===== config.mk =====
export PLATFORM = sky130hd
export DESIGN_NAME = integer_string_checker_unit_flat
export DESIGN_NICKNAME = d
export VERILOG_FILES = /design/src/rtl/iscu_pkg.sv /design/src/rtl/iscu_if.sv /design/src/rtl/integer_string_checker_unit.sv /design/src/rtl/iscu_parser.sv /design/src/rtl/iscu_out_stage.sv /design/src/flat_wrapper.sv
export SDC_FILE = /design/constraint.sdc
export NUM_CORES = 1
export LEC_CHECK = 0
export BUFFER_PORTS_ARGS = -buffer_cell sky130_fd_sc_hd__buf_2
export CORE_ASPECT_RATIO = 0.9
export CORE_MARGIN = 2
export CORE_UTILIZATION = 25
export CTS_BUF_LIST = sky130_fd_sc_hd__clkbuf_16
export DETAILED_ROUTE_END_ITERATION = 10
export GPL_TIMING_DRIVEN = 0
export PLACE_DENSITY = 0.4
export SLEW_MARGIN = 20
export SYNTH_ARGS = -nofsm -noshare
export SYNTH_HDL_FRONTEND = slang
export SYNTH_SLANG_ARGS = --single-unit

===== constraint.sdc =====
create_clock -name clk -period 4.3 [get_ports clk]
set_clock_uncertainty 0.1 [all_clocks]
set_input_delay 0.645 -clock clk [delete_from_list [all_inputs] [get_ports clk]]
set_output_delay 0.645 -clock clk [all_outputs]
set_load 0.02 [all_outputs]

===== src/rtl/iscu_pkg.sv =====
// Shared types and constants for the integer string checker.
// No dependencies; every other file of the block but iscu_checker refers to this package.
package iscu_pkg;

  // Character codes used by the parser
  localparam logic [7:0] CH_NUL   = 8'h00;
  localparam logic [7:0] CH_SPACE = 8'h20;
  localparam logic [7:0] CH_PLUS  = 8'h2B;
  localparam logic [7:0] CH_MINUS = 8'h2D;
  localparam logic [7:0] CH_ZERO  = 8'h30;
  localparam logic [7:0] CH_NINE  = 8'h39;

  // Largest magnitude that still takes another digit without overflow
  localparam logic [31:0] MAG_LIMIT = 32'd214748364;
  // Last digit allowed at MAG_LIMIT for each sign
  localparam logic [3:0] LAST_DIGIT_POS = 4'd7;
  localparam logic [3:0] LAST_DIGIT_NEG = 4'd8;

  localparam logic [7:0] COUNT_MAX       = 8'd255;
  localparam int         MAX_LEN_W       = 7;
  localparam logic [MAX_LEN_W-1:0] MAX_LEN_RESET = 7'd12;

  // Parse phase
  typedef enum logic [2:0] {
    PH_LEAD   = 3'd0,
    PH_SIGNED = 3'd1,
    PH_DIGITS = 3'd2,
    PH_TRAIL  = 3'd3,
    PH_ENDED  = 3'd4,
    PH_BAD    = 3'd5
  } phase_t;

  // One input request as held in the input register
  typedef struct packed {
    logic [7:0] character;
    logic       last_char;
    logic       empty_value;
  } iscu_item_t;

  // Per-string parse state
  typedef struct packed {
    phase_t      phase;
    logic [31:0] magnitude;
    logic        negative;
    logic [7:0]  char_count;
    logic        digit_seen;
    logic        range_error;
    logic [7:0]  first_bad;
  } iscu_state_t;

  localparam iscu_state_t STATE_CLEAR = '{
    phase:       PH_LEAD,
    magnitude:   32'd0,
    negative:    1'b0,
    char_count:  8'd0,
    digit_seen:  1'b0,
    range_error: 1'b0,
    first_bad:   8'd0
  };

  // One result request
  typedef struct packed {
    logic               error;
    logic               too_long;
    logic               bad_character;
    logic               no_digits;
    logic               out_of_range;
    logic [7:0]         bad_offset;
    logic signed [31:0] parsed_value;
  } iscu_result_t;

endpackage


===== src/rtl/iscu_if.sv =====
// Valid/ready channel interfaces for the integer string checker.
// Depends on iscu_pkg for the configuration width.

// Input channel: one character request
interface iscu_in_if;
  logic       valid;
  logic       ready;
  logic [7:0] character;
  logic       last_char;
  logic       empty_value;

  modport source (output valid, character, last_char, empty_value, input ready);
  modport sink   (input valid, character, last_char, empty_value, output ready);
endinterface

// Result channel: one status request per string
interface iscu_out_if;
  logic               valid;
  logic               ready;
  logic               error;
  logic               too_long;
  logic               bad_character;
  logic               no_digits;
  logic               out_of_range;
  logic [7:0]         bad_offset;
  logic signed [31:0] parsed_value;

  modport source (output valid, error, too_long, bad_character, no_digits, out_of_range,
                  bad_offset, parsed_value, input ready);
  modport sink   (input valid, error, too_long, bad_character, no_digits, out_of_range,
                  bad_offset, parsed_value, output ready);
endinterface

// Configuration write channel: max_length
interface iscu_cfg_if;
  logic                               valid;
  logic                               ready;
  logic [iscu_pkg::MAX_LEN_W-1:0]     data;

  modport source (output valid, data, input ready);
  modport sink   (input valid, data, output ready);
endinterface


===== src/rtl/integer_string_checker_unit.sv =====
// Top level of the decimal integer string checker.
// Depends on iscu_pkg, iscu_if, iscu_parser and iscu_out_stage.

// The checker takes one character request per clock unless a last character
// stalls, and gives one result request on the character marked last_char. A
// result passes the input register, then the result register. Throughput is
// set by the parse state update, which is combinational: a non-last character
// never waits, and a last character waits only while the result register holds
// an untaken result. max_length resets to 12; the user must write it through
// the cfg channel while the block is idle; the block does not enforce it.
module integer_string_checker_unit (
  input  logic       clk,
  input  logic       rst_n,
  iscu_in_if.sink    in_ch,
  iscu_out_if.source out_ch,
  iscu_cfg_if.sink   cfg_ch
);

  logic                           s1_valid_r;
  iscu_pkg::iscu_item_t           s1_item_r;
  logic [iscu_pkg::MAX_LEN_W-1:0] max_length_r;
  logic                           s1_go, slot_free;
  iscu_pkg::iscu_result_t         result;

  // Configuration register
  assign cfg_ch.ready = 1'b1;
  always_ff @(posedge clk) begin
    if (!rst_n) begin
      max_length_r <= iscu_pkg::MAX_LEN_RESET;
    end else if (cfg_ch.valid) begin
      max_length_r <= cfg_ch.data;
    end
  end

  // Input register advances unless a last character meets a full result slot
  assign s1_go       = s1_valid_r && (!s1_item_r.last_char || slot_free);
  assign in_ch.ready = !s1_valid_r || s1_go;

  always_ff @(posedge clk) begin
    if (!rst_n) begin
      s1_valid_r <= 1'b0;
    end else if (in_ch.ready) begin
      s1_valid_r <= in_ch.valid;
    end
  end

  always_ff @(posedge clk) begin
    if (in_ch.ready && in_ch.valid) begin
      s1_item_r <= '{character:   in_ch.character,
                     last_char:   in_ch.last_char,
                     empty_value: in_ch.empty_value};
    end
  end

  iscu_parser u_parser (
    .clk        (clk),
    .rst_n      (rst_n),
    .go         (s1_go),
    .item       (s1_item_r),
    .max_length (max_length_r),
    .result     (result)
  );

  iscu_out_stage u_out (
    .clk       (clk),
    .rst_n     (rst_n),
    .load      (s1_go && s1_item_r.last_char),
    .result    (result),
    .slot_free (slot_free),
    .out_ch    (out_ch)
  );

endmodule


===== src/rtl/iscu_parser.sv =====
// Parse state registers and the combinational character update.
// Depends on iscu_pkg; instantiated by integer_string_checker_unit.
module iscu_parser (
  input  logic                           clk,
  input  logic                           rst_n,
  input  logic                           go,
  input  iscu_pkg::iscu_item_t           item,
  input  logic [iscu_pkg::MAX_LEN_W-1:0] max_length,
  output iscu_pkg::iscu_result_t         result
);

  iscu_pkg::iscu_state_t st_r, st_nxt, upd;
  logic        sp, dig, ovf, take_dig;
  logic [3:0]  d, lim;
  logic [31:0] mag_x10;
  logic [7:0]  count_inc;

  // Character classification and digit arithmetic
  always_comb begin
    sp      = (item.character == iscu_pkg::CH_SPACE);
    dig     = (item.character >= iscu_pkg::CH_ZERO) && (item.character <= iscu_pkg::CH_NINE);
    d       = item.character[3:0];
    lim     = st_r.negative ? iscu_pkg::LAST_DIGIT_NEG : iscu_pkg::LAST_DIGIT_POS;
    ovf     = (st_r.magnitude > iscu_pkg::MAG_LIMIT) ||
              ((st_r.magnitude == iscu_pkg::MAG_LIMIT) && (d > lim));
    mag_x10 = {st_r.magnitude[28:0], 3'b000} + {st_r.magnitude[30:0], 1'b0} + {28'd0, d};
    count_inc = (st_r.char_count < iscu_pkg::COUNT_MAX) ? st_r.char_count + 8'd1
                                                        : st_r.char_count;
  end

  // Phase update for one character
  always_comb begin
    upd      = st_r;
    take_dig = 1'b0;
    if (!item.empty_value) begin
      upd.char_count = count_inc;
      if (!(st_r.range_error || st_r.phase == iscu_pkg::PH_ENDED ||
            st_r.phase == iscu_pkg::PH_BAD)) begin
        if (item.character == iscu_pkg::CH_NUL) begin
          upd.phase = iscu_pkg::PH_ENDED;
        end else begin
          unique case (st_r.phase) inside
            iscu_pkg::PH_LEAD: begin
              if (sp) begin
                upd.phase = iscu_pkg::PH_LEAD;
              end else if (item.character == iscu_pkg::CH_PLUS ||
                           item.character == iscu_pkg::CH_MINUS) begin
                upd.negative = (item.character == iscu_pkg::CH_MINUS);
                upd.phase    = iscu_pkg::PH_SIGNED;
              end else if (dig) begin
                take_dig = 1'b1;
              end else begin
                upd.phase     = iscu_pkg::PH_BAD;
                upd.first_bad = count_inc;
              end
            end
            iscu_pkg::PH_SIGNED, iscu_pkg::PH_DIGITS: begin
              if (dig) begin
                take_dig = 1'b1;
              end else if (sp) begin
                upd.phase = iscu_pkg::PH_TRAIL;
              end else begin
                upd.phase     = iscu_pkg::PH_BAD;
                upd.first_bad = count_inc;
              end
            end
            default: begin
              // trailing spaces
              if (!sp) begin
                upd.phase     = iscu_pkg::PH_BAD;
                upd.first_bad = count_inc;
              end
            end
          endcase
          // accumulate the digit or flag the range overflow
          if (take_dig) begin
            upd.phase      = iscu_pkg::PH_DIGITS;
            upd.digit_seen = 1'b1;
            if (ovf) begin
              upd.range_error = 1'b1;
            end else begin
              upd.magnitude = mag_x10;
            end
          end
        end
      end
    end
  end

  // Result on the last character; state clears after each string
  always_comb begin
    result = '0;
    st_nxt = upd;
    if (item.last_char) begin
      st_nxt = iscu_pkg::STATE_CLEAR;
      if (!item.empty_value) begin
        result.too_long = (upd.char_count > {1'b0, max_length});
        if (max_length != '0) begin
          if (upd.range_error) begin
            result.out_of_range = 1'b1;
          end else begin
            result.bad_character = (upd.phase == iscu_pkg::PH_BAD);
            result.bad_offset    = upd.first_bad;
            result.no_digits     = !upd.digit_seen;
            result.parsed_value  = upd.negative ? -$signed(upd.magnitude)
                                                : $signed(upd.magnitude);
          end
        end
        result.error = result.too_long | result.bad_character |
                       result.no_digits | result.out_of_range;
      end
    end
  end

  // State register
  always_ff @(posedge clk) begin
    if (!rst_n) begin
      st_r <= iscu_pkg::STATE_CLEAR;
    end else if (go) begin
      st_r <= st_nxt;
    end
  end

endmodule


===== src/rtl/iscu_out_stage.sv =====
// Result register with valid/ready toward the result channel.
// Depends on iscu_pkg and iscu_out_if; instantiated by the top level.
module iscu_out_stage (
  input  logic                   clk,
  input  logic                   rst_n,
  input  logic                   load,
  input  iscu_pkg::iscu_result_t result,
  output logic                   slot_free,
  iscu_out_if.source             out_ch
);

  logic                   valid_r;
  iscu_pkg::iscu_result_t data_r;

  // Free when empty or when the held request leaves this cycle
  assign slot_free = !valid_r || out_ch.ready;

  always_ff @(posedge clk) begin
    if (!rst_n) begin
      valid_r <= 1'b0;
    end else if (load) begin
      valid_r <= 1'b1;
    end else if (out_ch.ready) begin
      valid_r <= 1'b0;
    end
  end

  // Payload needs no reset
  always_ff @(posedge clk) begin
    if (load) begin
      data_r <= result;
    end
  end

  assign out_ch.valid         = valid_r;
  assign out_ch.error         = data_r.error;
  assign out_ch.too_long      = data_r.too_long;
  assign out_ch.bad_character = data_r.bad_character;
  assign out_ch.no_digits     = data_r.no_digits;
  assign out_ch.out_of_range  = data_r.out_of_range;
  assign out_ch.bad_offset    = data_r.bad_offset;
  assign out_ch.parsed_value  = data_r.parsed_value;

endmodule


===== src/flat_wrapper.sv =====
// flat-port wrapper written by rule: the top's interface ports become plain ports
module integer_string_checker_unit_flat 
  (clk, rst_n, in_ch_valid, in_ch_character, in_ch_last_char, in_ch_empty_value, in_ch_ready, out_ch_valid, out_ch_error, out_ch_too_long, out_ch_bad_character, out_ch_no_digits, out_ch_out_of_range, out_ch_bad_offset, out_ch_parsed_value, out_ch_ready, cfg_ch_valid, cfg_ch_data, cfg_ch_ready);
  iscu_in_if in_ch_i ();
  iscu_out_if out_ch_i ();
  iscu_cfg_if cfg_ch_i ();
  input  logic clk;
  input  logic rst_n;
  input wire logic [$bits(in_ch_i.valid)-1:0] in_ch_valid;
  input wire logic [$bits(in_ch_i.character)-1:0] in_ch_character;
  input wire logic [$bits(in_ch_i.last_char)-1:0] in_ch_last_char;
  input wire logic [$bits(in_ch_i.empty_value)-1:0] in_ch_empty_value;
  output wire logic [$bits(in_ch_i.ready)-1:0] in_ch_ready;
  output wire logic [$bits(out_ch_i.valid)-1:0] out_ch_valid;
  output wire logic [$bits(out_ch_i.error)-1:0] out_ch_error;
  output wire logic [$bits(out_ch_i.too_long)-1:0] out_ch_too_long;
  output wire logic [$bits(out_ch_i.bad_character)-1:0] out_ch_bad_character;
  output wire logic [$bits(out_ch_i.no_digits)-1:0] out_ch_no_digits;
  output wire logic [$bits(out_ch_i.out_of_range)-1:0] out_ch_out_of_range;
  output wire logic [$bits(out_ch_i.bad_offset)-1:0] out_ch_bad_offset;
  output wire logic [$bits(out_ch_i.parsed_value)-1:0] out_ch_parsed_value;
  input wire logic [$bits(out_ch_i.ready)-1:0] out_ch_ready;
  input wire logic [$bits(cfg_ch_i.valid)-1:0] cfg_ch_valid;
  input wire logic [$bits(cfg_ch_i.data)-1:0] cfg_ch_data;
  output wire logic [$bits(cfg_ch_i.ready)-1:0] cfg_ch_ready;
  assign in_ch_i.valid = in_ch_valid;
  assign in_ch_i.character = in_ch_character;
  assign in_ch_i.last_char = in_ch_last_char;
  assign in_ch_i.empty_value = in_ch_empty_value;
  assign in_ch_ready = in_ch_i.ready;
  assign out_ch_valid = out_ch_i.valid;
  assign out_ch_error = out_ch_i.error;
  assign out_ch_too_long = out_ch_i.too_long;
  assign out_ch_bad_character = out_ch_i.bad_character;
  assign out_ch_no_digits = out_ch_i.no_digits;
  assign out_ch_out_of_range = out_ch_i.out_of_range;
  assign out_ch_bad_offset = out_ch_i.bad_offset;
  assign out_ch_parsed_value = out_ch_i.parsed_value;
  assign out_ch_i.ready = out_ch_ready;
  assign cfg_ch_i.valid = cfg_ch_valid;
  assign cfg_ch_i.data = cfg_ch_data;
  assign cfg_ch_ready = cfg_ch_i.ready;
  integer_string_checker_unit u_core (.clk(clk), .rst_n(rst_n), .in_ch(in_ch_i), .out_ch(out_ch_i), .cfg_ch(cfg_ch_i));
endmodule

* Yosys cells after proc, flatten, opt, wreduce, memory -nomap -nowiden
Cells that the tools add are included.
** Cells by class
- Add/subtract/negate cells :: 4
- Order comparisons :: 6
- Equality and inequality tests :: 9
- Mux-type cells :: 45
- Bitwise gates (word level) :: 4
- Reduce and logical (&&, ||, !) cells :: 22
** Operators by type and width (number)
- $mux 43 :: 3
- $mux 54 :: 2
- $mux 32 :: 2
- $mux 8 :: 6
- $mux 40 :: 1
- $mux 36 :: 1
- $mux 35 :: 1
- $mux 33 :: 1
- $add 32x32->32 :: 1
- $add 32x4->32 :: 1
- $eq 32x28->1 const B :: 1
- $gt 32x28->1 const B :: 1
- $neg 32->32 :: 1
- $eq 8x6->1 const B :: 3
- $mux 3 :: 7
- $mux 10 :: 2
- $pmux 8 s2 :: 1
- $mux 1 :: 13
- $eq 3x3->1 const B :: 3
- $add 8x1->8 const B :: 1
- $ge 8x6->1 const B :: 1
- $gt 8x7->1 :: 1
- $le 8x6->1 const B :: 1
- $logic_not 8->1 :: 1
- other kinds (17) :: 34
** Word-level totals
- Register bits :: 118
- Input port bits :: 22
- Output and inout bits :: 48
- Word-level logic and storage cells :: 110

* Depth between registers and ports, before layout
- Depth after elaboration :: 22
- Depth in mapped cells :: 17
- Depth with buffers taken out :: 17

* Hierarchy
A second synthesis with hierarchy kept.
** Second synthesis, totals
- Cells, all modules :: 1035
- Area, all modules :: 9072.5 um^2
** By module, submodules not included
- iscu_parser :: times used 1, cells an instance 944, area each 7025.5 um^2, sequential area each 1081.0 um^2
- iscu_out_stage :: times used 1, cells an instance 49, area each 1400.1 um^2, sequential area each 1371.3 um^2
- integer_string_checker_unit :: times used 1, cells an instance 42, area each 646.9 um^2, sequential area each 460.4 um^2

* Worst setup path before layout
No wires, ideal clock.
- Path kind :: register to register
- From :: register u_core.u_parser.st_r[21] (netlist bit)
- To :: register u_core.u_out.data_r, in the netlist u_core.u_out.out_ch.parsed_value[29], data pin
- Arrival time :: 3.632 ns
- Path slack :: 0.295 ns
- Stages on the path, launching flop included :: 15
- Clock period less this slack :: 4.005 ns
- Cell sequence :: dfxtp_1 inv_1 fa_1 inv_1 ha_1 a211oi_1 o21ai_0 a22oi_1 o21ai_1 a41oi_1 xnor2_1 o41a_4 nor4_4 mux2i_1 o311ai_1
** On the way
- Cells in the longest elaborated chain, start to end :: 14
- Elaborated cells between the ends (all ways) :: 21
** Ends and longest elaborated chain
- start: declaration :: line iscu_parser.sv:12 : iscu_pkg::iscu_state_t st_r, st_nxt, upd;
- start signal: assignment :: line iscu_parser.sv:118 : st_r <= iscu_pkg::STATE_CLEAR;
- start signal: assignment :: line iscu_parser.sv:120 : st_r <= st_nxt;
- parallel branches: the longest is 7 deep, another holds $add 32x32->32
- $mux 54 (*) :: line iscu_parser.sv:35 : if (!item.empty_value) begin
- $neg 32->32 :: line iscu_parser.sv:105 : result.parsed_value = upd.negative ? -$signed(upd.magnitude)
- $mux 32 :: line iscu_parser.sv:105
- $mux 40 (*) :: line iscu_parser.sv:99 : if (upd.range_error) begin
- $mux 43 (*) :: line iscu_parser.sv:98 : if (max_length != '0) begin
- $mux 43 (*) :: line iscu_parser.sv:96 : if (!item.empty_value) begin
- $mux 43 (*) :: line iscu_parser.sv:94 : if (item.last_char) begin
- end signal: assignment :: line iscu_out_stage.sv:31 : data_r <= result;
- end: declaration :: line iscu_out_stage.sv:13 : iscu_pkg::iscu_result_t data_r;
Every way passes the cells marked *. The select of a mux whose other input is x is not followed.
A chain may end at the register's enable or synchronous reset.

* Worst setup path after layout
- From :: register u_core.u_parser.st_r[19] (netlist bit)
- To :: register u_core.u_out.data_r, in the netlist u_core.u_out.out_ch.parsed_value[30], data pin
Same word-level chain as after synthesis.

==> impl_metrics.ini <==
[logic_synthesis]
synth_nets = 1131
netlist.top_cell.by_area = edfxtp_1
synth_compound_area_share_pct = 21.4
ys_async_sr_fraction_pct = 0
yosysMostFrequentCell = nor2_1
synthMuxAreaShare_pct = 4.35
synth_xor_area_share_pct = 5.30
yosys.area_share.adder_pct = 10.2
yosys-top-cells-area = edfxtp_1 18%, dfxtp_1 14%, ha_1 9.8%
yosysWarnings = 0
synth_top_area_share_pct = 18.2
ys_seq_area_share_pct = 32.1
synth_top_family_by_area = simple AND/OR/NAND/NOR gates
synth_seq_cells = 118
synth_flop_cell = dfxtp_1
yosys.area_share.simple_pct = 23.0
netlist_area_sq_um = 9080
synthCells = 1036
synthTopCellsByCount = 92 x nor2_1, 84 x nand2_1, 71 x ha_1, 70 x a21oi_1, 63 x dfxtp_1
synth_enable_flop_cells = 55
synth_cell_type_count = 88
syn_area_per_cell_sq_um = 8.77

[cells_and_area]
drive_above_1_share_pct = 21.9
finalNetCount = 1245
final_core_util_pct = 31.4
fin_area_sq_um = 11300
area_growth_syn_to_layout_pct = 24.3
layout.cells.non_filler = 1638
antenna_cells = 0

[detailed_routing]
drc = 0
routedWlPerCell_microns = 19.2
vias_per_cell = 5.12
drtAntennaViolNets = 0
dr_total_vias = 8390
routed_wl_microns = 31500
drt-pass1-iter-count = 5
first_iter_violations = 587

[clock_tree]
tritoncts = built
clock_path_buffers = 2
cts_sinks = 118
numCtsBuffers = 17
clkLatencyLatePin_ns = 0.44
cts.htree.levels = 4
clockRootBuffer = clkbuf_16
clkTransAtPathRegs_ns = 0.05
hold_buffers = 0

[timing]
setup_violations = 10
min_period_ns = 4.46
maxSlewViolCount = 0
fmax_mhz = 224
max_slew.worst_pin.slew_ns = 0.957
max-slew-margin-rel_pct = 35.8
hold_viol = 0
layout_setup_ws_ns = -0.163
whs_ns = 0.291
fin_crit_sh_pct = 104
rsz0062_at_grt = true
setup-tns-final_ns = -0.803

[worst_setup_path]
worstPathCellList = inv_4, fa_2, fa_2, nor2b_4, o211ai_1, a211oi_2, buf_4, buf_6, buf_6, or4_4, and3_4, nor4_4, buf_4, nor2_4, nor4_4, buf_4, a31oi_1, mux2i_1
slowest_delay_ns = 0.59
crit_slowest_cell = fa_2
crit_arrival_ns = 4.53
cp.depth = 18
crit_path_frequent_cell = buf_4
cp-endpoint = u_core.u_out.out_ch.parsed_value[30]
r2r_end = u_core.u_out.out_ch.parsed_value[30]
crit_fanout = 6
crit_buf_inv = 6
required_ns = 4.37
r2r_slack_ns = -0.16
end_kind = flip-flop
crit_family = simple AND/OR/NAND/NOR gates
critical_path_class = reg2reg
crit_start = u_core.u_parser.st_r[19]
start_kind = flip-flop
r2r_cells = 18
reg2reg_from = u_core.u_parser.st_r[19]

[placement]
dp.cells = 1579
placed_cell_area_sq_um = 10000
numPortBuffers = 67
globalplace.congestion = 0.831
dpl.hpwl_microns = 24000

[floorplanning]
die_h_microns = 185
initial_core_util_pct = 25.2
die-area_sq_um = 37900
fp.dieW_microns = 205
boundaryPins = 70
std_cell_rows = 66
core_sq_um = 36000

[pwr]
power_density_nw_per_um2 = 259
power_leakage_nw = 4.39
ir_worst_vdd_uv = 263

[min_path]
hp-start = in_ch_character[4]
hp-class = in2reg

[grt]
antenna_found_initial = 2
grt_pass1_vias = 8047
track_usage_pct = 16.7
grt_max_degree = 48
grt_pass1_wl_microns = 48300
grt.overflow.total = 0

[job]
maxCapViolCount = 0

[status]
outcome = complete, but fails checks
violations = setup timing
[worst reg2reg max path, stage by stage, from the launching register on]
cell	delay, ns
dfxtp_4	0.37
inv_4	0.04
fa_2	0.59
fa_2	0.25
nor2b_4	0.06
o211ai_1	0.48
a211oi_2	0.14
buf_4	0.19
buf_6	0.12
buf_6	0.10
or4_4	0.46
and3_4	0.20
nor4_4	0.18
buf_4	0.17
nor2_4	0.06
nor4_4	0.23
buf_4	0.18
a31oi_1	0.12
mux2i_1	0.18
[placed cells by master, fill, tap and decap left out, types with 17 or more instances in the layout]
| cell type | count |
|---|---|
| nor2_1 | 91 |
| nand2_1 | 83 |
| buf_2 | 75 |
| ha_1 | 67 |
| a21oi_1 | 63 |
| edfxtp_1 | 55 |
| dfxtp_1 | 54 |
| nor2b_1 | 49 |
| o21ai_0 | 46 |
| mux2i_1 | 34 |
| clkbuf_1 | 33 |
| a22oi_1 | 32 |
| buf_4 | 28 |
| xor2_1 | 26 |
| nor3_1 | 26 |
| xnor2_1 | 26 |
| and2_1 | 24 |
| inv_1 | 22 |
| clkbuf_16 | 17 |
[sequential cells by signal (all words and copies together) (netlist names)]
| register | flops |
|---|---|
| u_core.max_length_r | 7 |
| u_core.u_parser.st_r | 54 |
| u_core.s1_item_r | 10 |
| u_core.u_out.out_ch.no_digits | 1 |
| u_core.s1_valid_r | 1 |
| u_core.u_out.out_ch.bad_offset | 8 |
| u_core.u_out.out_ch.parsed_value | 32 |
| u_core.u_out.out_ch.error | 1 |
| u_core.u_out.out_ch.too_long | 1 |
| u_core.u_out.out_ch.bad_character | 1 |
| u_core.u_out.out_ch.out_of_range | 1 |
| u_core.u_out.out_ch.valid | 1 |
[worst min-delay path by stage]
| stage | to | slack (ns) | cells past startpoint |
|---|---|---|---|
| 6_report | u_core.s1_item_r[6] | 0.29 | 1 |
| 5_1_grt | u_core.s1_item_r[6] | 0.27 | 1 |
| 4_1_cts | u_core.s1_item_r[6] | 0.27 | 1 |
| 3_5_place_dp | u_core.u_parser.st_r[9] | 0.39 | 2 |
| 3_3_place_gp | u_core.u_parser.st_r[9] | 0.39 | 2 |
| 2_1_floorplan | u_core.u_parser.st_r[50] | 0.35 | 2 |
[kinds of logic (layout without fill, tap and decap cells)]
family | after synthesis | in the layout
AND/OR/NAND/NOR | 387 | 387
AO/OA/AOI/OAI | 284 | 284
flip-flops | 118 | 118
buffers and inverters | 79 | 205
adder cells (fa/ha/maj) | 73 | 73
XOR/XNOR | 55 | 55
multiplexers | 39 | 39
other | 1 | 1
[cell type report]
cell class / count / area [sq um]
clock buffer: 17 / 425
fill: 3877 / 24700
multi-input combinational: 839 / 6240
buffer: 51 / 226
tap: 476 / 596
timing repair buffer: 97 / 588
clock inverter: 14 / 183
inverter: 26 / 100
sequential: 118 / 2930
[power by group]
group	internal (mW)	switching [mW]	total, mW
clock network	0.959	0.554	1.51
registers	1.19	0.0128	1.21
logic	0.0700	0.140	0.210
total	2.22	0.706	2.93
[layer usage]
layer	wire [microns]	GRT usage, %	up-vias
met1	16300	25.3	4071
li1	-	-	4085
met4	465	4.06	0
met3	1490	2.59	32
met5	0	0	-
met2	13200	24.6	202
[what timing repair did]
| item | CTS | global route |
|---|---|---|
| gates resized for setup | 56 | 47 |
| cloned | 0 | 0 |
| pin swaps | 20 | 26 |
| setup endpoints to repair | 33 | 31 |
| setup buffers | 19 | 11 |
[through the flow]
stage          power, mW  setup slack (ns)
2_1_floorplan       1.35             0.295
3_3_place_gp        1.43            -0.934
3_5_place_dp        1.43            -0.976
4_1_cts             2.95            -0.145
5_1_grt             3.03            -0.252
6_report            2.93            -0.163
No activity file was read; power rests on OpenSTA's default activity.
